$ cat config.mk
export PLATFORM = sky130hd
export DESIGN_NAME = ohr_front
export DESIGN_NICKNAME = d
export VERILOG_FILES = /design/src/sv/ohr_pkg.sv /design/src/sv/ohr_front.sv
export SDC_FILE = /design/constraint.sdc
export NUM_CORES = 1
export LEC_CHECK = 0
export BUFFER_PORTS_ARGS = -buffer_cell sky130_fd_sc_hd__buf_2
export CORE_MARGIN = 10
export CORE_UTILIZATION = 49
export DETAILED_ROUTE_END_ITERATION = 10
export PLACE_DENSITY_LB_ADDON = 0.2
export SYNTH_ARGS = -nofsm -noshare
export SYNTH_HDL_FRONTEND = slang
export SYNTH_SLANG_ARGS = --single-unit
$ cat constraint.sdc
create_clock -name clk_i -period 1.81 [get_ports clk_i]
set_input_delay 0.181 -clock clk_i [delete_from_list [all_inputs] [get_ports clk_i]]
set_output_delay 0.181 -clock clk_i [all_outputs]
set_load 0.02 [all_outputs]
$ cat src/sv/ohr_pkg.sv
// Shared types and constants of the offline HCI H4 responder
`default_nettype none

package ohr_pkg;

  // reply queue geometry
  localparam int unsigned QUEUE_DEPTH = 1024;
  localparam int unsigned QA_W        = $clog2(QUEUE_DEPTH);
  localparam int unsigned QC_W        = $clog2(QUEUE_DEPTH + 1);

  // packet store geometry
  localparam int unsigned PKT_DEPTH   = 256;
  localparam int unsigned PKT_AW      = $clog2(PKT_DEPTH);
  localparam int unsigned PF_W        = 9;

  // result field width
  localparam int unsigned PENDING_W   = 11;

  // H4 and HCI codes
  localparam logic [7:0]  H4_CMD           = 8'h01;
  localparam logic [7:0]  H4_EVT           = 8'h04;
  localparam logic [7:0]  EVT_CMD_COMPLETE = 8'h0e;
  localparam logic [7:0]  EVT_VENDOR       = 8'hff;
  localparam logic [7:0]  ST_HW_FAILURE    = 8'h03;
  localparam logic [7:0]  CC_PARAM_LEN     = 8'h04;
  localparam logic [7:0]  CC_NUM_PKTS      = 8'h01;
  localparam logic [15:0] VENDOR_OPCODE    = 16'hfc00;
  localparam logic [7:0]  BCCMD_MIN_LEN    = 8'd11;
  localparam logic [7:0]  BCCMD_FIX_LO     = 8'h01;
  localparam logic [7:0]  BCCMD_FIX_HI     = 8'h00;
  localparam logic [7:0]  BCCMD_FIX_LO_IDX = 8'd9;
  localparam logic [7:0]  BCCMD_FIX_HI_IDX = 8'd10;
  localparam logic [PF_W-1:0] HDR_BYTES    = 9'd4;
  // command complete event is seven bytes, last index six
  localparam logic [PF_W-1:0] CC_LAST_IDX  = 9'd6;

  // input transaction
  typedef struct packed {
    logic       command;
    logic [7:0] write_byte;
  } item_t;

  // result transaction
  typedef struct packed {
    logic [7:0]           read_byte;
    logic                 read_valid;
    logic [PENDING_W-1:0] pending_count;
    logic                 reply_dropped;
  } result_t;

  // classified operation
  typedef enum logic {
    OP_WRITE = 1'b0,
    OP_READ  = 1'b1
  } op_kind_e;

  typedef struct packed {
    op_kind_e   kind;
    logic [7:0] data;
  } op_t;

  // back end status seen by the top level
  typedef struct packed {
    logic [QC_W-1:0] queue_fill;
    logic            busy;
  } back_status_t;

endpackage

`default_nettype wire

$ cat src/sv/ohr_front.sv
// Front end: accepts input transactions, classifies them and queues them
`default_nettype none

module ohr_front (
  input  wire logic          clk_i,
  input  wire logic          rst_ni,
  input  wire logic          in_valid_i,
  output logic               in_stall_o,
  input  wire ohr_pkg::item_t in_item_i,
  output logic               op_valid_o,
  output ohr_pkg::op_t       op_o,
  input  wire logic          op_pop_i
);

  ohr_pkg::op_t entry_q [2];
  logic         wr_ptr_q, wr_ptr_d;
  logic         rd_ptr_q, rd_ptr_d;
  logic [1:0]   count_q, count_d;
  logic         push;
  logic         pop;
  ohr_pkg::op_t op_new;

  // classify the incoming transaction
  always_comb begin
    op_new.kind = in_item_i.command ? ohr_pkg::OP_READ : ohr_pkg::OP_WRITE;
    op_new.data = in_item_i.write_byte;
  end

  assign in_stall_o = (count_q == 2'd2);
  assign push       = in_valid_i && !in_stall_o;
  assign op_valid_o = (count_q != 2'd0);
  assign pop        = op_pop_i && op_valid_o;
  assign op_o       = entry_q[rd_ptr_q];

  // pointer and count update
  always_comb begin
    wr_ptr_d = push ? !wr_ptr_q : wr_ptr_q;
    rd_ptr_d = pop ? !rd_ptr_q : rd_ptr_q;
    count_d  = count_q;
    if (push && !pop) begin
      count_d = count_q + 2'd1;
    end else if (pop && !push) begin
      count_d = count_q - 2'd1;
    end
  end

  always_ff @(posedge clk_i or negedge rst_ni) begin
    if (!rst_ni) begin
      wr_ptr_q <= 1'b0;
      rd_ptr_q <= 1'b0;
      count_q  <= 2'd0;
    end else begin
      wr_ptr_q <= wr_ptr_d;
      rd_ptr_q <= rd_ptr_d;
      count_q  <= count_d;
    end
  end

  // queue storage
  always_ff @(posedge clk_i) begin
    if (push) begin
      entry_q[wr_ptr_q] <= op_new;
    end
  end

endmodule

`default_nettype wire

Yosys cells after proc, flatten, opt, wreduce, memory -nomap -nowiden:

Memories as Yosys holds them, arrays and structs flattened.
Index checks and enable logic that the tools add are counted.

* register bits: 4
* bits in writable memories: 18
* input port bits: 13
* output and inout port bits: 11
* memories: 1

Memories
* entry_q: depth 2, width 9, rd ports 1, clocked after Yosys merged registers in 0, wr ports 1, RTL line ohr_front.sv:15 `ohr_pkg::op_t entry_q [2];`

* add/subtract/negate cells: 2
* equal/unequal tests: 1
* muxes and demuxes: 5
* reductions and logical operators: 11

Operators by type and width (count)
* $logic_not A1 Y1: 5
* $logic_and A1 B1 Y1: 4
* $mux W2: 2
* $reduce_bool A2 Y1: 2
* $mux W1: 3
* $add A2 B1 Y2 const B: 1
* $eq A2 B2 Y1 const B: 1
* $sub A2 B1 Y2 const B: 1

Longest topological paths before layout:

* depth after elaboration: 7
* gate-level depth with buffers: 7

Worst setup path before layout:

No wires, ideal clock.

* path type: flip-flop to flip-flop
* from: reg count_q[0]
* to: mem entry_q[0][0] (netlist bit) (enable)
* arrival time: 1036 ps
* required time: 1436 ps
* slack: 400 ps
* stages on the path, launching flop included: 4
* buffers on the path: 0
* period minus slack after synthesis: 1410 ps
* cell sequence: dfrtp_1 -> nand2b_1 -> nand2_1 -> nor2_1

* word-level cells in the longest chain between the ends: 5

RTL lines
* from (decl): RTL line ohr_front.sv:18 `logic [1:0] count_q, count_d;`
* from (signal assigned): RTL line ohr_front.sv:55 `count_q <= count_d;`
* $eq A2 B2 Y1: RTL line ohr_front.sv:29 `assign in_stall_o = (count_q == 2'd2);`
* $logic_not A1 Y1: RTL line ohr_front.sv:30 `assign push = in_valid_i && !in_stall_o;`
* $logic_and A1 B1 Y1: RTL line ohr_front.sv:30
* $mux W1: RTL line ohr_front.sv:61 `if (push) begin`
* $mux W1 (implied by the code): RTL line ohr_front.sv:62 `entry_q[wr_ptr_q] <= op_new;`
* to (decl): RTL line ohr_front.sv:15

Every way passes these cells.

==> flow_summary.toml <==
[outcome]
run_status = "completed"

[die]
row_count = 15
num_io_pins = 24
dieWidth_um = 61.7
die_h_um = 61.7
coreArea_um2 = 1690
initial_utilization_pct = 50.4
design.die.area_um2 = 3810

[clock_tree]
clock_tree.root_cell = "sky130_fd_sc_hd__clkbuf_4"
cts_inserted_buffers = 3
cts_htree_levels = 1
path_clk_slew_ps = 110
clkLatencyLatePin_ps = 290
cts_tree = "done"
cts_buffer_depth = 2
clkSinkCount = 22

[worst_setup_path]
endpoint_kind = "output port"
worst_setup_path_start_kind = "flop"
crit_fanout = 10
critical_path_required_ps = 1630
timing_worst_setup_path_type = "reg2out"
timing.reg2reg.worst_path_depth = 6
regToRegStartpoint = "count_q[0]$_DFFE_PN0P_"
reg2reg_to = "count_q[1]$_DFFE_PN0P_"
r2r_setup_slack_ps = 310
arrival_time_reported_for_the_critical_path_endpoint_ps = 1450

[sta]
hold_violations_final = 0
grt_setup_unrepaired = "no"
fin_worst_hold_slack_ps = 65.9
final_max_slew_viol_count = 0
fin_crit_sh_pct = 90.3
worst_slew_margin_rel_pct = 71.2
max_fclk_mhz = 612
total_neg_setup_slack_ps = 0
tightest_slew_ps = 432
report.final.setup_viol = 0
period_needed_ps = 1630
fin_skew_ps = 7.45

[routing]
vias_per_cell = 4.99
drt_first_iter_violations = 3
drc = 0
post_route_wl_um = 1390
num_vias = 464
number_of_nets_with_antenna_violations_after_detailed_routing = 0
detail_route.first_pass.iterations = 4
post_drt_wl_per_cell_um = 15.0

[grt]
grt_start_max_net_pins = 13
gr-total-overflow = 0
grt_first_pass_wirelength_um = 2080
initial_antenna_violation_count = 0
grt_pass1_vias = 491
overall_track_demand_over_capacity_in_global_routing_pct = 7.52

[layout]
final.fill_count = 137
antenna-diode-count = 0
syn2layout_area_growth_pct = 21.1
final_layout_size_suffix_gt1_share_pct = 51.3
final_design_area_excluding_fillers_um2 = 1030
final-instance-count-excl-fill = 93
num-nets-final = 91

[power]
fin_total_pwr_uw = 1660
maximum_vdd_drop_mv = 0.833
p_leak_uw = 0.000429
power.density_cell_area_nw_per_um2 = 1610

[synth]
synthesis.yosys.warnings = 0
synthesis.instances = 47
synth_sequential_area_ratio_pct = 75.2
synth-seq-cells = 22
syn_nets = 61
postSynthAreaPerCell_um2 = 18.1
post_synth_num_cell_types = 14
mappedNetlistArea_um2 = 852

[place]
placedCellCount = 88
place.gp.congestion = 0.769
portBuffers = 23
placedInstanceArea_um2 = 996
place.detailed.hpwl_um = 1090

[worst_hold_path]
min_path_cells = 1
hold_path.class = "in2reg"
hold_path_end = "entry_q[1][2]$_DFFE_PP_"
min-delay-start = "in_item_i[2]"

[flow_run]
max-cap-violations = 0
-- cell type report --
| type | instances | area (µm²) | share of cell area, % |
|---|---|---|---|
| multi-input cells | 22 | 196 | 19.0 |
| clock buffers | 4 | 26.3 | 2.55 |
| repair buffers | 26 | 140 | 13.6 |
| inverters | 2 | 7.51 | 0.727 |
| well taps | 17 | 21.3 | 2.06 |
| flip-flops and latches | 22 | 641 | 62.1 |
-- critical path, cell delays in order, from the launching register on --
cell and delay, ps:
sky130_fd_sc_hd__dfrtp_1 620, sky130_fd_sc_hd__mux2_2 390, sky130_fd_sc_hd__buf_2 160
-- Yosys cell counts --
library cell	instances	area (µm²)
sky130_fd_sc_hd__edfxtp_1	18	541
sky130_fd_sc_hd__mux2_2	9	101
sky130_fd_sc_hd__dfrtp_1	4	100
sky130_fd_sc_hd__xnor2_1	3	26.3
sky130_fd_sc_hd__inv_1	2	7.51
sky130_fd_sc_hd__nor2_1	2	7.51
sky130_fd_sc_hd__xor2_1	2	17.5
sky130_fd_sc_hd__and3_1	1	6.26
sky130_fd_sc_hd__buf_4	1	7.51
sky130_fd_sc_hd__ha_1	1	12.5
sky130_fd_sc_hd__nand2_1	1	3.75
sky130_fd_sc_hd__nand2_2	1	6.26
sky130_fd_sc_hd__nand2b_1	1	6.26
sky130_fd_sc_hd__or2_4	1	8.76
-- routing by layer --
layer / vias up / track usage (%) / part of all wire [%]
met5: - / 0 / 0
li1: 227 / - / -
met3: 2 / 2.44 / 6.4
met2: 12 / 12.6 / 54
met4: 0 / 4.78 / 0.29
met1: 223 / 7.99 / 39
-- how the worst max path moves through the flow --
stage	startpoint	to	slack, ps	cells after the start
finish	rd_ptr_q$_DFFE_PN0P_	op_o[7]	180	2
global route	rd_ptr_q$_DFFE_PN0P_	op_o[7]	80	2
CTS	rd_ptr_q$_DFFE_PN0P_	op_o[7]	130	2
detailed placement	count_q[0]$_DFFE_PN0P_	count_q[1]$_DFFE_PN0P_	340	6
global placement	count_q[0]$_DFFE_PN0P_	count_q[1]$_DFFE_PN0P_	400	6
floorplan	count_q[0]$_DFFE_PN0P_	entry_q[0][0]$_DFFE_PP_	400	3
-- cells in the final DEF (no fill, tap or decap), drive strengths merged, types with 2 or more instances in the layout --
cell type   n
mux2        9
xor2        2
inv         2
edfxtp     18
buf        25
clkbuf      4
xnor2       3
nor2        2
nand2       2
dfrtp       4
-- what timing repair did --
action                                 in CTS  in global routing
resized for setup                           0                  0
hold buffers                                1                  0
buffers inserted                            0                  0
endpoints found under the hold margin       4                  0
-- logic make-up after synthesis --
| family | count (synthesis) | share of synthesized area [%] |
|---|---|---|
| mux | 9 | 11.9 |
| simple gates | 7 | 4.55 |
| buf+inv | 3 | 1.76 |
| flops | 22 | 75.2 |
| fa+ha+maj | 1 | 1.47 |
| xor+xnor | 5 | 5.14 |
-- per-stage QoR --
step	utilization (%)	setup slack [ps]
3_5_place_dp	59.0	342
4_1_cts	61.1	133
3_3_place_gp	59.0	402
6_report	61.1	175
2_1_floorplan	-	400
5_1_grt	61.1	76.9
-- sequential cells by signal, indices dropped and copies added (netlist names) --
signal,count
count_q,2
entry_q,18
rd_ptr_q,1
wr_ptr_q,1
-- power breakdown --
group | switching [µW] | internal [µW] | total [µW]
logic | 347 | 294 | 641
clock network | 129 | 85.6 | 215
registers | 97.2 | 705 | 803
total | 573 | 1090 | 1660
(Power assumes the default switching activity.)
